## src/design/tds_pkg.sv

```systemverilog
// Shared types, constants and index helpers for the term deque with search.
package tds_pkg;

  // Storage geometry.
  localparam int DEPTH = 16;
  localparam int IDX_W = $clog2(DEPTH);
  localparam int CNT_W = $clog2(DEPTH + 1);
  localparam int SUM_W = CNT_W + 1;

  typedef logic [IDX_W-1:0] idx_t;
  typedef logic [CNT_W-1:0] cnt_t;
  typedef logic [SUM_W-1:0] sum_t;
  typedef logic [3:0]       pos_t;
  typedef logic [4:0]       rmv_t;

  // Operation codes.
  localparam logic [2:0] FN_PUSH_BACK  = 3'd0;
  localparam logic [2:0] FN_PUSH_FRONT = 3'd1;
  localparam logic [2:0] FN_POP_BACK   = 3'd2;
  localparam logic [2:0] FN_POP_FRONT  = 3'd3;
  localparam logic [2:0] FN_SEARCH     = 3'd4;
  localparam logic [2:0] FN_REMOVE_ALL = 3'd5;
  localparam logic [2:0] FN_LOOKUP     = 3'd6;

  // One stored term.
  typedef struct packed {
    logic signed [31:0] coef;
    logic [15:0]        degree;
  } term_t;

  // Input item.
  typedef struct packed {
    logic [2:0]         func;
    logic signed [31:0] coef_in;
    logic [15:0]        degree_in;
  } in_t;

  // Result item.
  typedef struct packed {
    logic signed [31:0] coef_out;
    logic [15:0]        degree_out;
    pos_t               position;
    logic               found;
    rmv_t               removed_count;
    logic               empty_error;
    logic               full_error;
  } out_t;

  // Ring position of the entry at a given offset from the head.
  function automatic idx_t slot(input idx_t head, input cnt_t off);
    sum_t sum;
    sum = sum_t'(head) + sum_t'(off);
    if (sum >= sum_t'(DEPTH)) begin
      sum = sum - sum_t'(DEPTH);
    end
    return sum[IDX_W-1:0];
  endfunction

endpackage

```

## src/design/term_deque_with_search_core.sv

```systemverilog
// Top level of the term deque: control sequencer, ring pointers and result register.
//
// Usage: a bounded double-ended queue of polynomial terms (coefficient, degree)
// held in a single RAM organized as a ring of tds_pkg::DEPTH entries.
// Input channel in_valid/in_stall/in_data carries one operation per transfer;
// every input transfer produces exactly one result transfer on
// out_valid/out_stall/out_data, in order.
// Pushes and unused codes go straight to the result step; pops first wait
// for one RAM read; search, remove all and degree lookup walk the entries,
// reading one entry per cycle through the single RAM read port.
// A new input transfer is taken as soon as the previous result has moved
// into the output register, so a waiting result does not block the next item.
// Reset (rst_n low, synchronous) empties the queue and drops any pending
// result; RAM contents are not cleared and are never read before written.
// When the receiver stalls, the result holds steady in the output register;
// a second finished result waits internally and in_stall stays high.
module term_deque_with_search_core (
  input  logic           clk,
  input  logic           rst_n,
  input  logic           in_valid,
  output logic           in_stall,
  input  tds_pkg::in_t   in_data,
  output logic           out_valid,
  input  logic           out_stall,
  output tds_pkg::out_t  out_data
);

  localparam logic [1:0] S_IDLE = 2'd0;
  localparam logic [1:0] S_POP  = 2'd1;
  localparam logic [1:0] S_SCAN = 2'd2;
  localparam logic [1:0] S_DONE = 2'd3;

  localparam tds_pkg::cnt_t CNT_FULL = tds_pkg::cnt_t'(tds_pkg::DEPTH);
  localparam tds_pkg::idx_t IDX_LAST = tds_pkg::idx_t'(tds_pkg::DEPTH - 1);
  localparam tds_pkg::cnt_t CNT_ONE  = tds_pkg::cnt_t'(1);

  logic [1:0]         state_r, state_nxt;
  tds_pkg::cnt_t      cnt_r, cnt_nxt;
  tds_pkg::idx_t      head_r, head_nxt;
  logic               out_valid_r, out_valid_nxt;
  tds_pkg::out_t      out_data_r, out_data_nxt;
  tds_pkg::out_t      res_r, res_nxt;
  logic [2:0]         func_r, func_nxt;
  logic signed [31:0] key_coef_r, key_coef_nxt;
  logic [15:0]        key_deg_r, key_deg_nxt;
  tds_pkg::cnt_t      rd_i_r, rd_i_nxt;
  logic               cmp_v_r, cmp_v_nxt;
  tds_pkg::cnt_t      cmp_i_r, cmp_i_nxt;
  tds_pkg::cnt_t      kept_r, kept_nxt;
  tds_pkg::cnt_t      removed_r, removed_nxt;

  logic               ram_wr_en;
  tds_pkg::idx_t      ram_wr_addr;
  tds_pkg::term_t     ram_wr_data;
  logic               ram_rd_en;
  tds_pkg::idx_t      ram_rd_addr;
  tds_pkg::term_t     ram_rd_data;
  logic               hit;
  logic               stop;

  // Term storage.
  tds_ram #(
    .WIDTH ($bits(tds_pkg::term_t)),
    .DEPTH (tds_pkg::DEPTH)
  ) u_ram (
    .clk     (clk),
    .wr_en   (ram_wr_en),
    .wr_addr (ram_wr_addr),
    .wr_data (ram_wr_data),
    .rd_en   (ram_rd_en),
    .rd_addr (ram_rd_addr),
    .rd_data (ram_rd_data)
  );

  // Compare the entry returned by the RAM against the search key.
  always_comb begin
    if (func_r == tds_pkg::FN_LOOKUP) begin
      hit = (ram_rd_data.degree == key_deg_r);
    end else begin
      hit = (ram_rd_data.degree == key_deg_r) && (ram_rd_data.coef == key_coef_r);
    end
  end

  // Sequencer and next-state logic.
  always_comb begin
    state_nxt     = state_r;
    cnt_nxt       = cnt_r;
    head_nxt      = head_r;
    out_valid_nxt = out_valid_r;
    out_data_nxt  = out_data_r;
    res_nxt       = res_r;
    func_nxt      = func_r;
    key_coef_nxt  = key_coef_r;
    key_deg_nxt   = key_deg_r;
    rd_i_nxt      = rd_i_r;
    cmp_v_nxt     = cmp_v_r;
    cmp_i_nxt     = cmp_i_r;
    kept_nxt      = kept_r;
    removed_nxt   = removed_r;
    ram_wr_en     = 1'b0;
    ram_wr_addr   = '0;
    ram_wr_data   = '0;
    ram_rd_en     = 1'b0;
    ram_rd_addr   = '0;
    stop          = 1'b0;

    // The output register empties on a result transfer.
    if (out_valid_r && !out_stall) begin
      out_valid_nxt = 1'b0;
    end

    unique case (state_r)
      S_IDLE: begin
        if (in_valid) begin
          func_nxt     = in_data.func;
          key_coef_nxt = in_data.coef_in;
          key_deg_nxt  = in_data.degree_in;
          res_nxt      = '0;
          rd_i_nxt     = '0;
          cmp_v_nxt    = 1'b0;
          kept_nxt     = '0;
          removed_nxt  = '0;
          state_nxt    = S_DONE;
          unique case (in_data.func)
            tds_pkg::FN_PUSH_BACK, tds_pkg::FN_PUSH_FRONT: begin
              if (cnt_r == CNT_FULL) begin
                res_nxt.full_error = 1'b1;
              end else begin
                ram_wr_en          = 1'b1;
                ram_wr_data.coef   = in_data.coef_in;
                ram_wr_data.degree = in_data.degree_in;
                if (in_data.func == tds_pkg::FN_PUSH_BACK) begin
                  ram_wr_addr = tds_pkg::slot(head_r, cnt_r);
                end else begin
                  head_nxt    = (head_r == '0) ? IDX_LAST : head_r - tds_pkg::idx_t'(1);
                  ram_wr_addr = head_nxt;
                end
                cnt_nxt = cnt_r + CNT_ONE;
              end
            end
            tds_pkg::FN_POP_BACK, tds_pkg::FN_POP_FRONT: begin
              if (cnt_r == '0) begin
                res_nxt.empty_error = 1'b1;
              end else begin
                ram_rd_en = 1'b1;
                if (in_data.func == tds_pkg::FN_POP_BACK) begin
                  ram_rd_addr = tds_pkg::slot(head_r, cnt_r - CNT_ONE);
                end else begin
                  ram_rd_addr = head_r;
                  head_nxt    = tds_pkg::slot(head_r, CNT_ONE);
                end
                cnt_nxt   = cnt_r - CNT_ONE;
                state_nxt = S_POP;
              end
            end
            tds_pkg::FN_SEARCH, tds_pkg::FN_REMOVE_ALL, tds_pkg::FN_LOOKUP: begin
              state_nxt = S_SCAN;
            end
            default: begin
              state_nxt = S_DONE;
            end
          endcase
        end
      end

      S_POP: begin
        res_nxt.coef_out   = ram_rd_data.coef;
        res_nxt.degree_out = ram_rd_data.degree;
        state_nxt          = S_DONE;
      end

      S_SCAN: begin
        // Evaluate the entry read in the previous cycle.
        if (cmp_v_r) begin
          if (func_r == tds_pkg::FN_REMOVE_ALL) begin
            if (hit) begin
              removed_nxt = removed_r + CNT_ONE;
            end else begin
              ram_wr_en   = 1'b1;
              ram_wr_addr = tds_pkg::slot(head_r, kept_r);
              ram_wr_data = ram_rd_data;
              kept_nxt    = kept_r + CNT_ONE;
            end
          end else if (hit) begin
            stop          = 1'b1;
            res_nxt.found = 1'b1;
            if (func_r == tds_pkg::FN_SEARCH) begin
              res_nxt.position = tds_pkg::pos_t'(cmp_i_r);
            end else begin
              res_nxt.coef_out = ram_rd_data.coef;
            end
          end
        end

        // Issue the next read, or finish once nothing is in flight.
        if (stop) begin
          cmp_v_nxt = 1'b0;
          state_nxt = S_DONE;
        end else if (rd_i_r < cnt_r) begin
          ram_rd_en   = 1'b1;
          ram_rd_addr = tds_pkg::slot(head_r, rd_i_r);
          cmp_v_nxt   = 1'b1;
          cmp_i_nxt   = rd_i_r;
          rd_i_nxt    = rd_i_r + CNT_ONE;
        end else begin
          cmp_v_nxt = 1'b0;
          if (!cmp_v_r) begin
            state_nxt = S_DONE;
            if (func_r == tds_pkg::FN_REMOVE_ALL) begin
              cnt_nxt               = kept_r;
              res_nxt.removed_count = tds_pkg::rmv_t'(removed_r);
            end
          end
        end
      end

      S_DONE: begin
        if (!out_valid_r || !out_stall) begin
          out_valid_nxt = 1'b1;
          out_data_nxt  = res_r;
          state_nxt     = S_IDLE;
        end
      end
    endcase
  end

  // Control registers.
  always_ff @(posedge clk) begin
    if (!rst_n) begin
      state_r     <= S_IDLE;
      cnt_r       <= '0;
      head_r      <= '0;
      out_valid_r <= 1'b0;
      cmp_v_r     <= 1'b0;
    end else begin
      state_r     <= state_nxt;
      cnt_r       <= cnt_nxt;
      head_r      <= head_nxt;
      out_valid_r <= out_valid_nxt;
      cmp_v_r     <= cmp_v_nxt;
    end
  end

  // Payload and walk registers.
  always_ff @(posedge clk) begin
    out_data_r <= out_data_nxt;
    res_r      <= res_nxt;
    func_r     <= func_nxt;
    key_coef_r <= key_coef_nxt;
    key_deg_r  <= key_deg_nxt;
    rd_i_r     <= rd_i_nxt;
    cmp_i_r    <= cmp_i_nxt;
    kept_r     <= kept_nxt;
    removed_r  <= removed_nxt;
  end

  assign in_stall  = (state_r != S_IDLE);
  assign out_valid = out_valid_r;
  assign out_data  = out_data_r;

  // The entry count never exceeds the ring size.
  a_cnt_bound: assert property (@(posedge clk) disable iff (!rst_n)
    cnt_r <= CNT_FULL)
    else $error("entry count exceeds ring size");

  // The head pointer stays inside the ring.
  a_head_bound: assert property (@(posedge clk) disable iff (!rst_n)
    head_r <= IDX_LAST)
    else $error("head pointer outside ring");

  // Compaction never writes the entry being read in the same cycle.
  a_no_overlap: assert property (@(posedge clk) disable iff (!rst_n)
    (ram_wr_en && ram_rd_en && state_r == S_SCAN) |-> (ram_wr_addr != ram_rd_addr))
    else $error("compaction write collides with walk read");

  // Survivors are never placed ahead of the entry under comparison.
  a_kept_behind: assert property (@(posedge clk) disable iff (!rst_n)
    (state_r == S_SCAN && cmp_v_r) |-> (kept_r <= cmp_i_r))
    else $error("compaction index ran ahead of walk");

  // A result only appears after the sequencer finished an item.
  a_out_source: assert property (@(posedge clk) disable iff (!rst_n)
    $rose(out_valid_r) |-> $past(state_r == S_DONE))
    else $error("result shown without a finished item");

endmodule

```

## src/design/tds_ram.sv

```systemverilog
// Simple dual-port RAM with one write port and one registered read port.
module tds_ram #(
  parameter int WIDTH = 48,
  parameter int DEPTH = 16
) (
  input  logic                     clk,
  input  logic                     wr_en,
  input  logic [$clog2(DEPTH)-1:0] wr_addr,
  input  logic [WIDTH-1:0]         wr_data,
  input  logic                     rd_en,
  input  logic [$clog2(DEPTH)-1:0] rd_addr,
  output logic [WIDTH-1:0]         rd_data
);

  logic [WIDTH-1:0] mem [DEPTH];
  logic [WIDTH-1:0] rd_data_r;

  // Write port.
  always_ff @(posedge clk) begin
    if (wr_en) begin
      mem[wr_addr] <= wr_data;
    end
  end

  // Registered read port.
  always_ff @(posedge clk) begin
    if (rd_en) begin
      rd_data_r <= mem[rd_addr];
    end
  end

  assign rd_data = rd_data_r;

endmodule

```

## config.mk

```make
export PLATFORM = sky130hd
export DESIGN_NAME = term_deque_with_search_core
export DESIGN_NICKNAME = d
export VERILOG_FILES = /design/src/design/tds_pkg.sv /design/src/design/term_deque_with_search_core.sv /design/src/design/tds_ram.sv
export SDC_FILE = /design/constraint.sdc
export NUM_CORES = 1
export LEC_CHECK = 0
export ABC_CLOCK_PERIOD_IN_PS = 14600
export BUFFER_PORTS_ARGS = -buffer_cell sky130_fd_sc_hd__buf_2
export CORE_ASPECT_RATIO = 1.5
export CORE_MARGIN = 8
export CORE_UTILIZATION = 35
export CTS_BUF_LIST = sky130_fd_sc_hd__clkbuf_8
export CTS_CLUSTER_SIZE = 10
export DETAILED_ROUTE_END_ITERATION = 8
export SYNTH_ARGS = -nofsm -noshare
export SYNTH_HDL_FRONTEND = slang
export SYNTH_SLANG_ARGS = --single-unit
```

## constraint.sdc

```tcl
create_clock -name clk -period 14.6 [get_ports clk]
set_input_delay 3.65 -clock clk [delete_from_list [all_inputs] [get_ports clk]]
set_output_delay 3.65 -clock clk [all_outputs]
set_load 0.02 [all_outputs]
```

Word level (Yosys, flattened, before mapping)
Memories as Yosys holds them, arrays and structs flattened. A register that Yosys moved wholly into a read port is not among the register bits.
Index checks and enable logic that the tools add are counted.
Widths: inputs -> output; s select.

word-level totals
  word-level logic and storage cells = 226
  output and inout port bits = 62
  input port bits = 55
  bits in writable memories = 768
  memories = 1
  register bits = 203

operators by class
  add/sub/neg operators = 16
  multiplexer cells = 107
  bitwise operators = 1
  equality and inequality tests = 37
  magnitude comparators = 6
  reductions and logical operators = 32

memories
  name       depth  width  read ports  clocked after memory_dff  write ports  line           RTL
  u_ram.mem  16     48     1           1                         1            tds_ram.sv:15  logic [WIDTH-1:0] mem [DEPTH];

operators by type and width
  cell                 number
  $mux 48              6
  $mux 32              4
  $mux 5               23
  $mux 4               24
  $pmux 32 s3          1
  $pmux 48 s2          1
  $mux 60              1
  $pmux 5 s2           5
  $ne 2x2->1 const B   17
  $eq 32x32->1         1
  $pmux 16 s2          1
  $mux 1               26
  $add 4x5->6          4
  $ge 6x5->1 const B   4
  $pmux 4 s2           3
  $sub 4x1->4 const B  6
  $add 5x1->5 const B  4
  $pmux 10 s2          1
  $eq 3x3->1 const B   6
  $reduce_and 6->1     3
  $eq 16x16->1         1
  $reduce_and 5->1     3
  $mux 2               6
  $reduce_and 9->1     1
  31 further kinds     47

Logic depth before layout (Yosys ltp)
  word-level depth = 9
  depth in mapped cells = 16
  mapped depth without buffers = 13

Cells and area by module
From an unflattened synthesis, not the netlist that was laid out.

second synthesis, totals
  cell total of the unflattened synthesis = 1,895
  area, all modules = 39,401.5 µm²

by module, submodules not included
  module                       instances  cells each  area each (µm²)  seq. area each (µm²)
  tds_ram                      1          1,242       30,171.4         24,503.5
  term_deque_with_search_core  1          653         9,230.1          5,965.7

Least setup slack after synthesis
No wires, ideal clock.

  kind = in2reg
  from = in in_data[49] (netlist bit)
  to = mem u_ram.mem[0][0] (enable)
  data arrival time = 12.558 ns
  stages on the path = 6
  data required time = 13.889 ns
  path slack = 1.331 ns
  setup time = 0.711 ns
  buffers on the path = 1
  path through = buf_2 > nor3_1 > o21ai_0 > a22o_1 > or2_2 > a2111oi_0

between the ends
  longest elaborated chain between the ends = 7
  elaborated cells on any way between the ends = 13
  those cells by class = eq/ne: 1; mux: 10; reduce/logical: 2

RTL lines
  what                                                  line                                                                    RTL
  from (decl)                                           term_deque_with_search_core.sv:22                                       input tds_pkg::in_t in_data,
  $eq 3x1->1 / $logic_not 3->1 (equally long branches)  term_deque_with_search_core.sv:124, term_deque_with_search_core.sv:132
  $reduce_or 2->1                                       term_deque_with_search_core.sv:124                                      unique case (in_data.func)
  $mux 1                                                term_deque_with_search_core.sv:124
  $mux 1                                                term_deque_with_search_core.sv:114                                      if (in_valid) begin
  $pmux 1 s2                                            term_deque_with_search_core.sv:112                                      unique case (state_r)
  $mux 1                                                tds_ram.sv:20                                                           if (wr_en) begin
  $mux 1 (not written as such)                          tds_ram.sv:21                                                           mem[wr_addr] <= wr_data;
  to (decl)                                             tds_ram.sv:15

Parallel ways exist; a longest one is shown, timed or not.

Worst setup path in the final report
  from = in in_data[49] (netlist bit)
  to = reg u_ram.rd_data_r[8], in the netlist u_ram.rd_data[8] (read register of u_ram.mem), data pin

between the ends
  longest elaborated chain between the ends = 6
  elaborated cells on any way between the ends = 11
  those cells by class = eq/ne: 2; mux: 8; reduce/logical: 1

RTL lines
  what        line                                                                    RTL
  $eq 3x2->1  term_deque_with_search_core.sv:124, term_deque_with_search_core.sv:146
  $mux 4      term_deque_with_search_core.sv:146                                      if (in_data.func == tds_pkg::FN_POP_BACK) begin
  $mux 4      term_deque_with_search_core.sv:142                                      if (cnt_r == '0) begin
  $mux 4      term_deque_with_search_core.sv:124
  $mux 4      term_deque_with_search_core.sv:114
  $pmux 4 s2  term_deque_with_search_core.sv:112
  to (decl)   tds_ram.sv:16                                                           logic [WIDTH-1:0] rd_data_r;

Parallel ways exist; a longest one is shown, timed or not.
A chain may end at the register's enable or synchronous reset.

==> results.txt <==
FF-to-FF setup slack - 8840 ps
Synth cell types - 72
vias - 25600
GRT Util Overall - 0.175
min-delay worst type - reg2reg
FF-to-FF End - u_ram.mem[0][19]
sw frac - 0.319
Reg-to-Reg Start - u_ram.rd_data[22]
vias in the first global route - 25600
gpl congestion - 0.788
drt wl/cell - 25.6 um
post-cts repair resize count - 0
Core Area - 117000 um2
pin count of the biggest net entering global routing - 193
maximum clock rate - 145 MHz
initial core utilization - 0.353
CP max stage delay - 850 ps
Final Setup Violations - 0
latest clock arrival within the worst-skew pair - 840 ps
via density per instance - 5.57
normalized max-slew margin - 0.242
Comb pwr share - 0.217
Crit. End Element - flop
final worst-path cycle share - 0.472
DRC viols - 0
area delta synth->final - 12.0%
ys async rst share - 0
initial antenna violation count - 12
GR peak layer - met2
setup TNS - 0 ps
Mean Syn Cell Area - 14.8 um2
Die Y - 437 um
synthesized flop and latch total - 1019
CTS Hold Bufs - 0
post-CTS setup buffer count - 0
Post-synth EDFFs - 1006
# clock sinks - 1019
CTS clk-pin slew, worst paths - 80 ps
unrepaired setup endpoints after global routing - no
Max-Cap Viols - 0
CTS H-tree depth - 4
internal power - 5.20 mW
status - finished, final reports clean
Hold EP - out_data[55]
yosys warns - 0
CP cell instances - buf_2 -> nor3b_4 -> mux2i_1 -> nor2_4 -> buf_4 -> nor2_8 -> buf_4 -> mux2i_1 -> o22ai_1 -> or4_1
Reg power frac - 0.495
leading area contributor after synthesis - edfxtp_1
die span in x - 297 um
hold path depth - 0
I/O Buffers - 116
Worst Path Arrival - 7450 ps
min Tclk post-route - 6900 ps
share of layout cells above drive strength 1 - 0.133
ranking of synthesized cells by area - edfxtp_1 73%, a21oi_1 2.7%, nand3_1 2.3%
fin. max-slew vios - 0
slowest stage cell, crit path - buf_4
wire length of the first global-routing pass - 171 mm
row count - 154
met1 usage in global routing - 0.214
die area - 130000 um2
commonest non-fill, non-tap cell in the layout - edfxtp_1
pwr dens - 165 nW/um2
Initial DRT Pass Iterations - 7
area share of the largest cell type after synthesis - 0.730
final hold vios - 0
Peak supply drop - 168 uV
Finished Layout Cells - 4592
Worst Hold Launch - res_r[55]
Crit Path Max Fanout - 88
Fill cells - 10800
Top FF cell, synth - edfxtp_1
met3 usage - 0.0435
P_sw - 2.43 mW
most frequent cells in the layout - 1006 x edfxtp_1, 220 x a21oi_1, 186 x nand3_1
final net count - 2996
Syn Inst Count - 2802
Worst Max-Slew Pin Slew - 1140 ps
total gr overflow - 0
Clock Skew - 34.9 ps
CTS buffer count - 147
root buffer cell - clkbuf_8
Clk pwr share - 0.288
placed cells - 4320
CTS tree - built
CP startpoint kind - primary input
final wirelength - 118 mm
Lkg Pwr - 15.7 nW
Routed Antenna Nets - 0
Detailed Place HPWL - 60.4 mm
syn_nets - 2889
post-synthesis sequential area ratio - 0.736
IO Pins - 117
CP required - 15160 ps
WS Path Type - in2reg
synthesized area - 41400 um2
R2R depth - 11
Max Root-Sink Buffers - 3
drt initial violations - 2460
GR Util met2 - 0.297
-- cell families (layout without fill, tap and decap cells) --
group                      Yosys count  count (layout)  share of synthesized area
xor gates and xnor gates            73              73                     0.0154
and+or+nand+nor                    637             637                     0.0784
adders and majority gates           32              32                     0.0104
muxes                               60              60                     0.0146
DFF                               1019            1019                      0.736
buffers and inverters              230             454                     0.0260
AOI/OAI and AO/OA                  751             751                      0.119
other                                0               6                          0
-- power by group through the flow --
stage | combinational (mW) | clock (mW) | sequential (mW)
3_3_place_gp | 1.64 | 0 | 3.84
6_report | 1.66 | 2.20 | 3.78
3_5_place_dp | 1.66 | 0 | 3.84
5_1_grt | 1.79 | 2.36 | 3.80
4_1_cts | 1.67 | 2.24 | 3.78
2_1_floorplan | 1.04 | 0 | 3.80
-- worst max-delay path by stage --
stage                      from               end  slack, ps  cells past startpoint
floorplan           in_data[49]   u_ram.mem[0][0]       1330                      6
global placement    in_data[49]  u_ram.rd_data[8]       6830                     10
detailed placement  in_data[49]  u_ram.rd_data[8]       6850                     10
CTS                 in_data[49]  u_ram.rd_data[8]       7710                     10
global route        in_data[49]  u_ram.rd_data[8]       7500                     10
finish              in_data[49]  u_ram.rd_data[8]       7700                     10
-- state kept, by name, summed over array words and instances, names as in the netlist --
name / flops
state_r: 2
key_deg_r: 16
res_r: 60
u_ram.mem: 768
out_valid: 1
out_data: 60
cmp_v_r: 1
func_r: 3
head_r: 4
rd_i_r: 5
key_coef_r: 32
cnt_r: 5
kept_r: 5
removed_r: 5
u_ram.rd_data: 48
cmp_i_r: 4
-- final cells by class --
type                            count  area (um2)  area share
Inverter                           24        91.3     0.00197
Clock buffer                      154        2120      0.0457
Antenna cell                        6        15.0    0.000324
Tap cell                         1560        1950      0.0421
Timing Repair Buffer              164         966      0.0208
Clock inverter                    112         674      0.0145
Multi-Input combinational cell   1553       10100       0.218
Sequential cell                  1019       30500       0.657
-- cells in the mapped netlist (all sizes together), types with 48 or more instances --
cell / number
o211ai: 50
and3: 59
buf: 79
xor2: 48
a21oi: 222
nand3: 187
nand2: 179
and2: 68
a211oi: 119
o21ai: 183
nor4: 56
clkbuf: 127
a22o: 51
mux2i: 58
edfxtp: 1006
-- per-layer routing --
metal / vias to the layer above / share of wire
met1: 12900 / 0.39
li1: 11200 / -
met3: 267 / 0.082
met4: 4 / 0.037
met2: 1169 / 0.49
met5: - / 0.00020
-- through the flow --
step           hold slack, ps  utilization  instance area [um2]  setup WS (ps)  power, mW
2_1_floorplan             400            -                41400           1330       4.83
3_3_place_gp              403        0.371                43600           6830       5.48
3_5_place_dp              405        0.371                43600           6850       5.50
4_1_cts                   412        0.395                46400           7710       7.69
5_1_grt                   424        0.395                46400           7500       7.95
6_report                  410        0.395                46400           7700       7.64
-- worst max-delay path, delay by kind of cell --
kind,cells,cell delay (ps)
buffers and inverters,3,1400
and+or+nand+nor,4,1540
muxes,2,660
AOI/OAI and AO/OA,1,100
Note: power is estimated with default switching activity, not from simulation.
